<file path="src/design/b64_pkg.sv">
// shared types, constants and alphabet functions of the base64 codec
package b64_pkg;

  localparam int unsigned QDepth = 2;
  localparam int unsigned QAw    = (QDepth > 1) ? $clog2(QDepth) : 1;
  localparam int unsigned QCw    = $clog2(QDepth + 1);

  localparam int unsigned CfgAw  = 3;
  localparam int unsigned CfgDw  = 32;

  localparam logic [7:0] PadChar = 8'h3D;

  localparam logic [1:0] StOk     = 2'd0;
  localparam logic [1:0] StBadLen = 2'd1;
  localparam logic [1:0] StBadChr = 2'd2;

  localparam logic ModeEnc = 1'b0;
  localparam logic ModeDec = 1'b1;

  // register index of mode, taken from paddr word bit
  localparam logic RegMode = 1'b0;

  // one finished group handed from front to back
  typedef struct packed {
    logic        enc;
    logic [23:0] bits;
    logic [2:0]  n_out;
    logic [2:0]  n_data;
    logic        last;
    logic [1:0]  status;
  } b64_grp_t;

  // control from the register block to the front
  typedef struct packed {
    logic mode;
    logic clr;
  } b64_ctl_t;

  function automatic logic [7:0] b64_char(input logic [5:0] s);
    logic [7:0] r;
    if (s < 6'd26) begin
      r = 8'd65 + {2'b00, s};
    end else if (s < 6'd52) begin
      r = 8'd97 + {2'b00, s} - 8'd26;
    end else if (s < 6'd62) begin
      r = 8'd48 + {2'b00, s} - 8'd52;
    end else if (s == 6'd62) begin
      r = 8'h2B;
    end else begin
      r = 8'h2F;
    end
    return r;
  endfunction

  // returns {ok, sextet}
  function automatic logic [6:0] b64_sextet(input logic [7:0] c);
    logic [7:0] t;
    logic [6:0] r;
    t = 8'd0;
    r = 7'd0;
    if (c >= 8'd65 && c <= 8'd90) begin
      t = c - 8'd65;
      r = {1'b1, t[5:0]};
    end else if (c >= 8'd97 && c <= 8'd122) begin
      t = c - 8'd97 + 8'd26;
      r = {1'b1, t[5:0]};
    end else if (c >= 8'd48 && c <= 8'd57) begin
      t = c - 8'd48 + 8'd52;
      r = {1'b1, t[5:0]};
    end else if (c == 8'h2B) begin
      r = {1'b1, 6'd62};
    end else if (c == 8'h2F) begin
      r = {1'b1, 6'd63};
    end
    return r;
  endfunction

endpackage

</file>
<file path="src/design/b64_fifo.sv">
// short group queue between the front and the back
module b64_fifo (
  input  logic               clk,
  input  logic               rst_n,
  input  logic               push,
  input  b64_pkg::b64_grp_t  push_data,
  input  logic               pop,
  output b64_pkg::b64_grp_t  head,
  output logic               full,
  output logic               empty
);
  import b64_pkg::*;

  b64_grp_t           mem_r [QDepth];
  logic [QAw-1:0]     wr_ptr_r, wr_ptr_nxt;
  logic [QAw-1:0]     rd_ptr_r, rd_ptr_nxt;
  logic [QCw-1:0]     cnt_r, cnt_nxt;
  logic               do_push, do_pop;

  assign full    = (cnt_r == QCw'(QDepth));
  assign empty   = (cnt_r == '0);
  assign do_push = push && !full;
  assign do_pop  = pop && !empty;
  assign head    = mem_r[rd_ptr_r];

  always_comb begin
    wr_ptr_nxt = wr_ptr_r;
    rd_ptr_nxt = rd_ptr_r;
    cnt_nxt    = cnt_r;
    if (do_push) begin
      wr_ptr_nxt = (wr_ptr_r == QAw'(QDepth - 1)) ? '0 : wr_ptr_r + 1'b1;
    end
    if (do_pop) begin
      rd_ptr_nxt = (rd_ptr_r == QAw'(QDepth - 1)) ? '0 : rd_ptr_r + 1'b1;
    end
    if (do_push && !do_pop) begin
      cnt_nxt = cnt_r + 1'b1;
    end else if (do_pop && !do_push) begin
      cnt_nxt = cnt_r - 1'b1;
    end
  end

  always_ff @(posedge clk) begin
    if (!rst_n) begin
      wr_ptr_r <= '0;
      rd_ptr_r <= '0;
      cnt_r    <= '0;
    end else begin
      wr_ptr_r <= wr_ptr_nxt;
      rd_ptr_r <= rd_ptr_nxt;
      cnt_r    <= cnt_nxt;
    end
  end

  always_ff @(posedge clk) begin
    if (do_push) begin
      mem_r[wr_ptr_r] <= push_data;
    end
  end

endmodule

</file>
<file path="src/design/b64_front.sv">
// front: accepts beats, builds groups and quads, hands finished groups to the queue
module b64_front (
  input  logic               clk,
  input  logic               rst_n,
  input  b64_pkg::b64_ctl_t  ctl,
  input  logic               in_valid,
  input  logic [7:0]         in_byte,
  input  logic               in_last,
  output logic               in_ready,
  input  logic               q_full,
  output logic               push,
  output b64_pkg::b64_grp_t  push_data
);
  import b64_pkg::*;

  logic [23:0] gb_r, gb_nxt;
  logic [1:0]  cnt_r, cnt_nxt;
  logic [1:0]  pad_r, pad_nxt;
  logic        bad_r, bad_nxt;

  logic        acc;
  logic [23:0] gb_enc;
  logic [2:0]  held;
  logic [6:0]  sx_ok;
  logic        is_pad;
  logic [5:0]  sx;
  logic [1:0]  pad_upd;
  logic        bad_upd;
  logic [2:0]  n_dec;

  assign in_ready = !q_full;
  assign acc      = in_valid && in_ready;

  always_comb begin
    unique case (cnt_r)
      2'd0:    gb_enc = gb_r | {in_byte, 16'h0000};
      2'd1:    gb_enc = gb_r | {8'h00, in_byte, 8'h00};
      default: gb_enc = gb_r | {16'h0000, in_byte};
    endcase
  end

  assign held    = {1'b0, cnt_r} + 3'd1;
  assign sx_ok   = b64_sextet(in_byte);
  assign is_pad  = (in_byte == PadChar);
  assign sx      = is_pad ? 6'd0 : sx_ok[5:0];
  assign pad_upd = pad_r | {is_pad && (cnt_r == 2'd2), is_pad && (cnt_r == 2'd3)};
  assign bad_upd = bad_r | (!is_pad && !sx_ok[6]);
  assign n_dec   = in_last ? (3'd3 - {2'b00, pad_upd[1]} - {2'b00, pad_upd[0]}) : 3'd3;

  always_comb begin
    gb_nxt    = gb_r;
    cnt_nxt   = cnt_r;
    pad_nxt   = pad_r;
    bad_nxt   = bad_r;
    push      = 1'b0;
    push_data = '0;
    if (ctl.clr) begin
      gb_nxt  = '0;
      cnt_nxt = '0;
      pad_nxt = '0;
      bad_nxt = 1'b0;
    end else if (acc) begin
      if (ctl.mode == ModeEnc) begin
        if (held < 3'd3 && !in_last) begin
          gb_nxt  = gb_enc;
          cnt_nxt = held[1:0];
        end else begin
          push             = 1'b1;
          push_data.enc    = 1'b1;
          push_data.bits   = gb_enc;
          push_data.n_out  = 3'd4;
          push_data.n_data = held + 3'd1;
          push_data.last   = in_last;
          push_data.status = StOk;
          gb_nxt  = '0;
          cnt_nxt = '0;
          pad_nxt = '0;
          bad_nxt = 1'b0;
        end
      end else begin
        if (cnt_r != 2'd3) begin
          if (in_last) begin
            // incomplete final quad: one bad-length beat
            push             = 1'b1;
            push_data.n_out  = 3'd1;
            push_data.last   = 1'b1;
            push_data.status = StBadLen;
            gb_nxt  = '0;
            cnt_nxt = '0;
            pad_nxt = '0;
            bad_nxt = 1'b0;
          end else begin
            gb_nxt  = {gb_r[17:0], sx};
            cnt_nxt = cnt_r + 2'd1;
            pad_nxt = pad_upd;
            bad_nxt = bad_upd;
          end
        end else begin
          push             = 1'b1;
          push_data.bits   = {gb_r[17:0], sx};
          push_data.n_out  = n_dec;
          push_data.n_data = n_dec;
          push_data.last   = in_last;
          push_data.status = bad_upd ? StBadChr : StOk;
          gb_nxt  = '0;
          cnt_nxt = '0;
          pad_nxt = '0;
          bad_nxt = 1'b0;
        end
      end
    end
  end

  always_ff @(posedge clk) begin
    if (!rst_n) begin
      gb_r  <= '0;
      cnt_r <= '0;
      pad_r <= '0;
      bad_r <= 1'b0;
    end else begin
      gb_r  <= gb_nxt;
      cnt_r <= cnt_nxt;
      pad_r <= pad_nxt;
      bad_r <= bad_nxt;
    end
  end

endmodule

</file>
<file path="src/design/b64_back.sv">
// back: walks the head group into the output register one result beat per cycle while out_ready allows
module b64_back (
  input  logic               clk,
  input  logic               rst_n,
  input  b64_pkg::b64_grp_t  head,
  input  logic               q_empty,
  output logic               pop,
  output logic               out_valid,
  input  logic               out_ready,
  output logic [7:0]         out_byte,
  output logic               out_last,
  output logic [1:0]         out_status
);
  import b64_pkg::*;

  logic        ov_r, ov_nxt;
  logic [1:0]  idx_r, idx_nxt;
  logic [7:0]  byte_r;
  logic        last_r;
  logic [1:0]  st_r;

  logic        load;
  logic [2:0]  idx3;
  logic        last_beat;
  logic [5:0]  sx;
  logic [7:0]  dbyte;
  logic [7:0]  beat_byte;

  assign load      = (!ov_r || out_ready) && !q_empty;
  assign idx3      = {1'b0, idx_r};
  assign last_beat = (idx3 == head.n_out - 3'd1);
  assign pop       = load && last_beat;

  always_comb begin
    unique case (idx_r)
      2'd0:    sx = head.bits[23:18];
      2'd1:    sx = head.bits[17:12];
      2'd2:    sx = head.bits[11:6];
      default: sx = head.bits[5:0];
    endcase
    unique case (idx_r)
      2'd0:    dbyte = head.bits[23:16];
      2'd1:    dbyte = head.bits[15:8];
      default: dbyte = head.bits[7:0];
    endcase
    if (head.enc) begin
      beat_byte = (idx3 < head.n_data) ? b64_char(sx) : PadChar;
    end else begin
      beat_byte = dbyte;
    end
  end

  always_comb begin
    ov_nxt  = ov_r;
    idx_nxt = idx_r;
    if (load) begin
      ov_nxt  = 1'b1;
      idx_nxt = last_beat ? 2'd0 : idx_r + 2'd1;
    end else if (out_ready) begin
      ov_nxt = 1'b0;
    end
  end

  always_ff @(posedge clk) begin
    if (!rst_n) begin
      ov_r  <= 1'b0;
      idx_r <= '0;
    end else begin
      ov_r  <= ov_nxt;
      idx_r <= idx_nxt;
    end
  end

  always_ff @(posedge clk) begin
    if (load) begin
      byte_r <= beat_byte;
      last_r <= last_beat && head.last;
      st_r   <= head.status;
    end
  end

  assign out_valid  = ov_r;
  assign out_byte   = byte_r;
  assign out_last   = last_r;
  assign out_status = st_r;

endmodule

</file>
<file path="src/design/base64_stream_codec.sv">
// top level of the streaming base64 encoder / decoder
// a completed group is queued, then its first result beat loads the back's output register
// throughput: one result beat per cycle while out_tready is high; encode makes four
//   result beats per three input beats; decode keeps up with one input beat per cycle
// input beats are taken one per cycle while the two-entry group queue has room
// reset (rst_n low, synchronous) clears mode to encode, the partial group and the queue
module base64_stream_codec (
  input  logic                        clk,
  input  logic                        rst_n,
  // input stream
  input  logic                        in_tvalid,
  output logic                        in_tready,
  input  logic [7:0]                  in_tdata,   // [7:0] in_byte
  input  logic                        in_tlast,
  // result stream
  output logic                        out_tvalid,
  input  logic                        out_tready,
  output logic [7:0]                  out_tdata,  // [7:0] out_byte
  output logic                        out_tlast,
  output logic [1:0]                  out_tuser,  // [1:0] status
  // register port
  input  logic                        cfg_psel,
  input  logic                        cfg_penable,
  input  logic                        cfg_pwrite,
  input  logic [b64_pkg::CfgAw-1:0]   cfg_paddr,
  input  logic [b64_pkg::CfgDw-1:0]   cfg_pwdata,
  output logic [b64_pkg::CfgDw-1:0]   cfg_prdata,
  output logic                        cfg_pready
);
  import b64_pkg::*;

  // mode register, word 0
  logic      mode_r, mode_nxt;
  logic      cfg_wr;
  b64_ctl_t  ctl;

  // queue handshake
  logic      q_push, q_pop, q_full, q_empty;
  b64_grp_t  q_in, q_head;

  assign cfg_pready = 1'b1;
  assign cfg_wr     = cfg_psel && cfg_penable && cfg_pwrite &&
                      (cfg_paddr[2] == RegMode);
  assign cfg_prdata = {{(CfgDw-1){1'b0}}, mode_r};

  assign mode_nxt = cfg_wr ? cfg_pwdata[0] : mode_r;

  always_ff @(posedge clk) begin
    if (!rst_n) begin
      mode_r <= ModeEnc;
    end else begin
      mode_r <= mode_nxt;
    end
  end

  // a mode write also drops any partial group
  assign ctl.mode = mode_r;
  assign ctl.clr  = cfg_wr;

  b64_front u_front (
    .clk       (clk),
    .rst_n     (rst_n),
    .ctl       (ctl),
    .in_valid  (in_tvalid),
    .in_byte   (in_tdata),
    .in_last   (in_tlast),
    .in_ready  (in_tready),
    .q_full    (q_full),
    .push      (q_push),
    .push_data (q_in)
  );

  b64_fifo u_fifo (
    .clk       (clk),
    .rst_n     (rst_n),
    .push      (q_push),
    .push_data (q_in),
    .pop       (q_pop),
    .head      (q_head),
    .full      (q_full),
    .empty     (q_empty)
  );

  b64_back u_back (
    .clk        (clk),
    .rst_n      (rst_n),
    .head       (q_head),
    .q_empty    (q_empty),
    .pop        (q_pop),
    .out_valid  (out_tvalid),
    .out_ready  (out_tready),
    .out_byte   (out_tdata),
    .out_last   (out_tlast),
    .out_status (out_tuser)
  );

endmodule

</file>
<file path="config.mk">
export PLATFORM = sky130hd
export DESIGN_NAME = base64_stream_codec
export DESIGN_NICKNAME = d
export VERILOG_FILES = /design/src/design/b64_pkg.sv /design/src/design/b64_fifo.sv /design/src/design/b64_front.sv /design/src/design/b64_back.sv /design/src/design/base64_stream_codec.sv
export SDC_FILE = /design/constraint.sdc
export NUM_CORES = 1
export LEC_CHECK = 0
export ABC_AREA = 1
export BUFFER_PORTS_ARGS = -buffer_cell sky130_fd_sc_hd__buf_2
export CAP_MARGIN = 20
export CORE_UTILIZATION = 54
export CTS_BUF_LIST = sky130_fd_sc_hd__clkbuf_4
export DETAILED_ROUTE_END_ITERATION = 16
export GPL_TIMING_DRIVEN = 0
export PLACE_DENSITY = 0.76
export SLEW_MARGIN = 10
export SYNTH_ARGS = -nofsm -noshare
export SYNTH_HDL_FRONTEND = slang
export SYNTH_SLANG_ARGS = --single-unit
export TNS_END_PERCENT = 30
</file>
<file path="constraint.sdc">
create_clock -name clk -period 6.59 [get_ports clk]
set_input_delay 0.9885 -clock clk [delete_from_list [all_inputs] [get_ports clk]]
set_output_delay 0.9885 -clock clk [all_outputs]
set_load 0.01 [all_outputs]
</file>
Word-level counts from Yosys, hierarchy flattened
Memory sizes are Yosys's and may differ from the RTL's. A register that Yosys moved wholly into a read port is not among the register bits.
Index checks and enable logic that the tools add are counted.
- multiply operators: 0
- equal/unequal tests: 13
- div/mod/pow operators: 0
- add/subtract/negate cells: 21
- bitwise logic cells: 7
- $lt $le $gt $ge: 11
- shifts and indexed selects: 0
- mux-type cells: 61
- reduce and logical (&&, ||, !) cells: 34
- operators with widths (kind ; count):
    $mux 24 ; 5
    $mux 34 ; 3
    $pmux 24 s2 ; 1
    $mux 8 ; 5
    $mux 7 ; 5
    $mux 33 ; 1
    $eq 8x6->1 const B ; 3
    $mux 2 ; 12
    $or 24x16->24 ; 1
    $or 24x24->24 ; 1
    $or 24x8->24 ; 1
    $mux 1 ; 20
    $logic_and 1x1->1 ; 18
    $mux 3 ; 6
    $pmux 6 s3 ; 1
    $add 7x6->8 const A ; 2
    $ge 8x7->1 const B ; 2
    $le 8x7->1 const B ; 2
    $pmux 8 s2 ; 1
    $lt 6x6->1 const B ; 2
    $sub 6x6->6 const B ; 2
    $eq 2x2->1 const B ; 4
    $ge 8x6->1 const B ; 1
    $le 8x6->1 const B ; 1
    31 further kinds ; 47
- logic and storage cells: 161
- latch bits: 0
- register bits: 48
- output and inout port bits: 46
- ROM bits: 0
- RAM bits: 68
- memories kept: 1
- bits of input ports: 51
- memory list (name ; words ; width ; read ports ; clocked after memory_dff ; write ports ; RTL line ; source):
    u_fifo.mem_r ; 2 ; 34 ; 1 ; 1 ; 1 ; b64_fifo.sv:14 ; b64_grp_t mem_r [QDepth];

Longest topological paths before layout
- depth after elaboration: 14
- gate-level depth with buffers: 19
- depth with buffers taken out: 17

Hierarchy
From an unflattened synthesis, not the netlist that was laid out.
- cell total of the unflattened synthesis: 806
- area total of the unflattened synthesis: 7307.0 µm²
- by module, submodules not included (module ; cells an instance ; seq. area each (µm²) ; times used ; area each (µm²)):
    b64_fifo ; 144 ; 2142.1 ; 1 ; 2854.0
    b64_front ; 411 ; 580.6 ; 1 ; 2738.9
    b64_back ; 203 ; 390.4 ; 1 ; 1390.1
    base64_stream_codec ; 48 ; 20.0 ; 1 ; 324.1

Worst setup path before layout
No wires, ideal clock.
- kind: input port to flip-flop
- from: input in_tvalid
- to: memory u_fifo.mem_r[0][0] (netlist bit), enable pin
- stages on the path: 7
- slack: 3.164 ns
- setup time: 0.423 ns
- path buffers: 1
- arrival time: 3.003 ns
- data required time: 6.167 ns
- path through: nand2_1 > buf_2 > clkinv_1 > nand2_1 > nor2_1 > inv_1 > nor2_1
- cells in the longest elaborated chain, start to end: 6
- ends and longest elaborated chain (item ; RTL line ; source):
    start, declared ; base64_stream_codec.sv:11 ; input logic in_tvalid,
    $logic_and 1x1->1 ; b64_front.sv:32 ; assign acc = in_valid && in_ready;
    $mux 1 ; b64_front.sv:62 ; end else if (acc) begin
    $mux 1 ; b64_front.sv:57 ; if (ctl.clr) begin
    $logic_and 1x1->1 ; b64_fifo.sv:22 ; assign do_push = push && !full;
    named net u_fifo.do_push ; b64_fifo.sv:18 ; logic do_push, do_pop;
    $mux 1 ; b64_fifo.sv:56 ; if (do_push) begin
    $mux 1 (not written as such) ; b64_fifo.sv:57 ; mem_r[wr_ptr_r] <= push_data;
    end, declared ; b64_fifo.sv:14 ;
The timed path passes the listed nets, and every way through them passes these cells.

Final worst setup path
- from: register u_back.idx_r[0]
- to: register u_back.byte_r[4] (netlist: u_back.out_byte[4]) (data pin)
- cells in the longest elaborated chain, start to end: 9
- elaborated cells between the ends (all ways): 19
- those cells by class: add/sub: 5; order compare: 4; eq/ne: 2; mux: 7; reduce/logical: 1
- ends and longest elaborated chain (item ; RTL line ; source):
    start, declared ; b64_back.sv:17 ; logic [1:0] idx_r, idx_nxt;
    start signal, assigned ; b64_back.sv:70 ; idx_r <= idx_nxt;
    $eq 2x2->1 (tied with other cells) ; b64_back.sv:35 ; unique case (idx_r)
    $pmux 6 s3 ; b64_back.sv:35 ;
    $add 6x6->7 ; b64_pkg.sv:46 ; r = 8'd48 + {2'b00, s} - 8'd52;
    $sub 8x6->8 ; b64_pkg.sv:46 ;
    $mux 8 ; b64_pkg.sv:45 ; end else if (s < 6'd62) begin
    $mux 8 ; b64_pkg.sv:43 ; end else if (s < 6'd52) begin
    $mux 8 ; b64_pkg.sv:41 ; if (s < 6'd26) begin
    $mux 8 ; b64_back.sv:47 ; beat_byte = (idx3 < head.n_data) ? b64_char(sx) : PadChar;
    $mux 8 (*) ; b64_back.sv:46 ; if (head.enc) begin
    named net u_back.beat_byte[4] ; b64_back.sv:27 ; logic [7:0] beat_byte;
    end signal, assigned ; b64_back.sv:76 ; byte_r <= beat_byte;
    end, declared ; b64_back.sv:18 ; logic [7:0] byte_r;
The timed path passes the listed nets; every way through them passes the cells marked *.
A chain may end at the register's enable or synchronous reset.

==> results.yml <==
timing:
  hold_viol_final: 0
  fmax_ghz: 0.293
  final-max-slew-violation-count: 0
  clock_skew_ns: 0.0158
  min_period_over_period_pct: 51.8
  finalCriticalPeriod_ns: 3.41
  relSlewSlack_pct: 42.9
  rsz0062_at_grt: "false"
  worstMarginPinSlew_ns: 0.857
  fin_hold_ws_ns: 0.449
  setup_viol: 0
  fin_ws_ns: 3.18
  setup_tns_ns: 0
layout:
  fin_nets: 1013
  fin_cells: 1112
  drive_above_1_share_pct: 14.5
  fin_util_pct: 63.2
  syn2layout_area_growth_pct: 12.4
  insertedDiodeCount: 0
  nFillCells: 1096
  final_area_um2: 7720
logic_synthesis:
  synth_edf_count: 77
  synth_top_cell_area_share_pct: 33.7
  ys.flop_type: "edfxtp_1"
  synth.distinct_cells: 42
  synthArstFlopShare_pct: 0
  synth.most_common_cell: "nand2_1"
  synth.largest_area_cell: "edfxtp_1"
  synth.ff_latch_count: 115
  yosys_warnings: 0
  synth-simple-area-share_pct: 23.2
  postSynthAreaPerCell_um2: 8.08
  synth.area.top_cells: "edfxtp_1, nand2_1, dfxtp_1"
  synthXorXnorAreaFrac_pct: 1.79
  syn_area_um2: 6870
  synthMuxAreaShare_pct: 0.583
  synth-compound-area-share_pct: 13.5
  syn_inst: 850
  synthAdderAreaFrac_pct: 5.65
  synth_top_family_by_area: "simple AND/OR/NAND/NOR gates"
  ys_seq_area_share_pct: 44.7
  synthTopCellsByCount: "nand2_1, inv_1, edfxtp_1"
global_route:
  overflow: 0
  use_met3_pct: 4.01
  grt_util_met2_pct: 43.2
  groute.layer.met1.usage_pct: 34.0
  grt_max_degree: 30
  busiest_layer: "met2"
  grt_pass1_wl_um: 26700
  grt_pass1_vias: 5473
  grt_util_all_layers_pct: 26.4
  antenna_found_initial: 0
placement:
  dp_hpwl_um: 12100
  gp_congestion: 0.918
  place_inst: 1080
  dp_worst_setup_slack_ns: 3.13
  io_buffers: 30
  place_area_um2: 7400
clocking:
  tritoncts: "built"
  cts-resized-gates: 0
  insertion_delay_ns: 0.51
  clockBufferDepth: 2
  cts.reportedPaths.clkPinSlew_ns: 0.10
  cts_buffers: 17
  clk_root_buffer_cell: "clkbuf_4"
  cts.sinks: 115
  ctsHoldBuffers: 0
  htree_num_levels: 4
  postCtsSetupBuffers: 0
die:
  initial_utilization_pct: 56.3
  die_w_um: 115
  ios: 97
  die_area_um2: 13200
  coreArea_um2: 12200
  fp.dieH_um: 115
  row_count: 40
worst_setup_path:
  end_kind: "flop"
  crit_path_max_fanout: 9
  critPathKind: "flop to flop"
  crit_required_ns: 6.83
  start_kind: "flop"
  arrival_ns: 3.66
power_and_ir_drop:
  total_power_mw: 2.52
  switching_share_pct: 38.5
  switchingPower_mw: 0.969
  powerDensity_nw_per_um2: 326
  intPower_mw: 1.55
  power_frac_seq_pct: 37.2
  p_clk_share_pct: 22.6
  comb_power_share_pct: 40.3
  leakagePower_nw: 3.36
  ir_drop_uv: 123
route:
  dr.pass1.iters: 5
  post-route-drc-count: 0
  dr.first_iter.drc_count: 517
  via_count: 6012
  wire_per_inst_um: 14.9
  avgViaCountPerCell: 5.41
  antenna_left: 0
  routed_wl_um: 16600
hold_path:
  hold_path_class: "flop to flop"
flow_run:
  drv_cap: 0
run_status:
  status: "finished, final reports clean"
-- critical path, stage by stage, from the launching register on --
cell and delay [ns]:
dfxtp_1 0.45, inv_1 0.14, ha_1 0.21, clkbuf_1 0.25, nand3_1 0.24, nand2_1 0.09, o21ai_0 0.44, ha_1 0.27
inv_1 0.05, nand2_1 0.15, clkinv_1 0.29, nor2_1 0.22, nor2_1 0.06, o21ai_0 0.08, nand3_1 0.09, nand2_1 0.08
a22oi_1 0.06
-- logic make-up (layout without fill, tap and decap cells) --
logic type / Yosys count / count (layout)
AOI/OAI and AO/OA: 167 / 167
xor gates and xnor gates: 14 / 14
adders and majority gates: 31 / 31
buffers and inverters: 146 / 210
DFF: 115 / 115
muxes: 4 / 4
other: 2 / 32
and+or+nand+nor: 371 / 371
-- flip-flops by register name, indices dropped and copies added (netlist names), named ones only --
register	flops
u_fifo.mem_r	66
mode_r	1
u_back.out_last	1
u_front.gb_r	24
u_back.out_status	2
u_front.pad_r	2
u_back.out_byte	8
u_fifo.wr_ptr_r	1
u_front.cnt_r	2
u_fifo.rd_ptr_r	1
u_fifo.cnt_r	2
u_back.idx_r	2
u_front.bad_r	1
u_back.out_valid	1
-- cell usage in the layout, fill, tap and decap left out, drive strengths merged, types with 10 or more instances in the layout --
cell / instances
nand2: 209
inv: 80
edfxtp: 77
buf: 76
o21ai: 74
nand3: 58
a21oi: 54
nor2: 54
clkbuf: 39
dfxtp: 38
conb: 32
ha: 31
or2: 21
a31oi: 19
nand4: 15
xor2: 10
-- layer usage --
layer | routed length [um] | vias to the layer above
met5 | 0 | -
met4 | 652 | 0
met3 | 1070 | 57
met2 | 7710 | 276
met1 | 7130 | 2709
li1 | - | 2970
-- layout make-up --
cell class,instances,area (um2),area share [%]
Sequential cell,115,3070,39.8
Clock inverter,11,160,2.07
Timing Repair Buffer,32,190,2.46
Tap cell,168,210,2.72
Buffer,62,402,5.20
Inverter,84,315,4.08
Multi-Input combinational cell,619,3210,41.6
Clock buffer,21,158,2.04
-- power groups by stage --
stage / Combinational [mW] / Sequential (mW) / Clock, mW
6_report: 1.01 / 0.936 / 0.568
5_1_grt: 1.14 / 0.945 / 0.607
4_1_cts: 1.00 / 0.935 / 0.575
3_5_place_dp: 0.997 / 0.951 / 0
3_3_place_gp: 0.981 / 0.951 / 0
2_1_floorplan: 0.722 / 0.960 / 0
-- worst paths after layout --
check                                       from  cells after the start  slack (ns)                 end
worst max-delay path             u_back.idx_r[0]                     16        3.18  u_back.out_byte[4]
worst min-delay path            u_front.pad_r[0]                      2        0.45    u_front.pad_r[0]
worst max register to register   u_back.idx_r[0]                     16        3.18  u_back.out_byte[4]
worst min register to register  u_front.pad_r[0]                      2        0.45    u_front.pad_r[0]
Note: power is estimated with default switching activity, not from simulation.
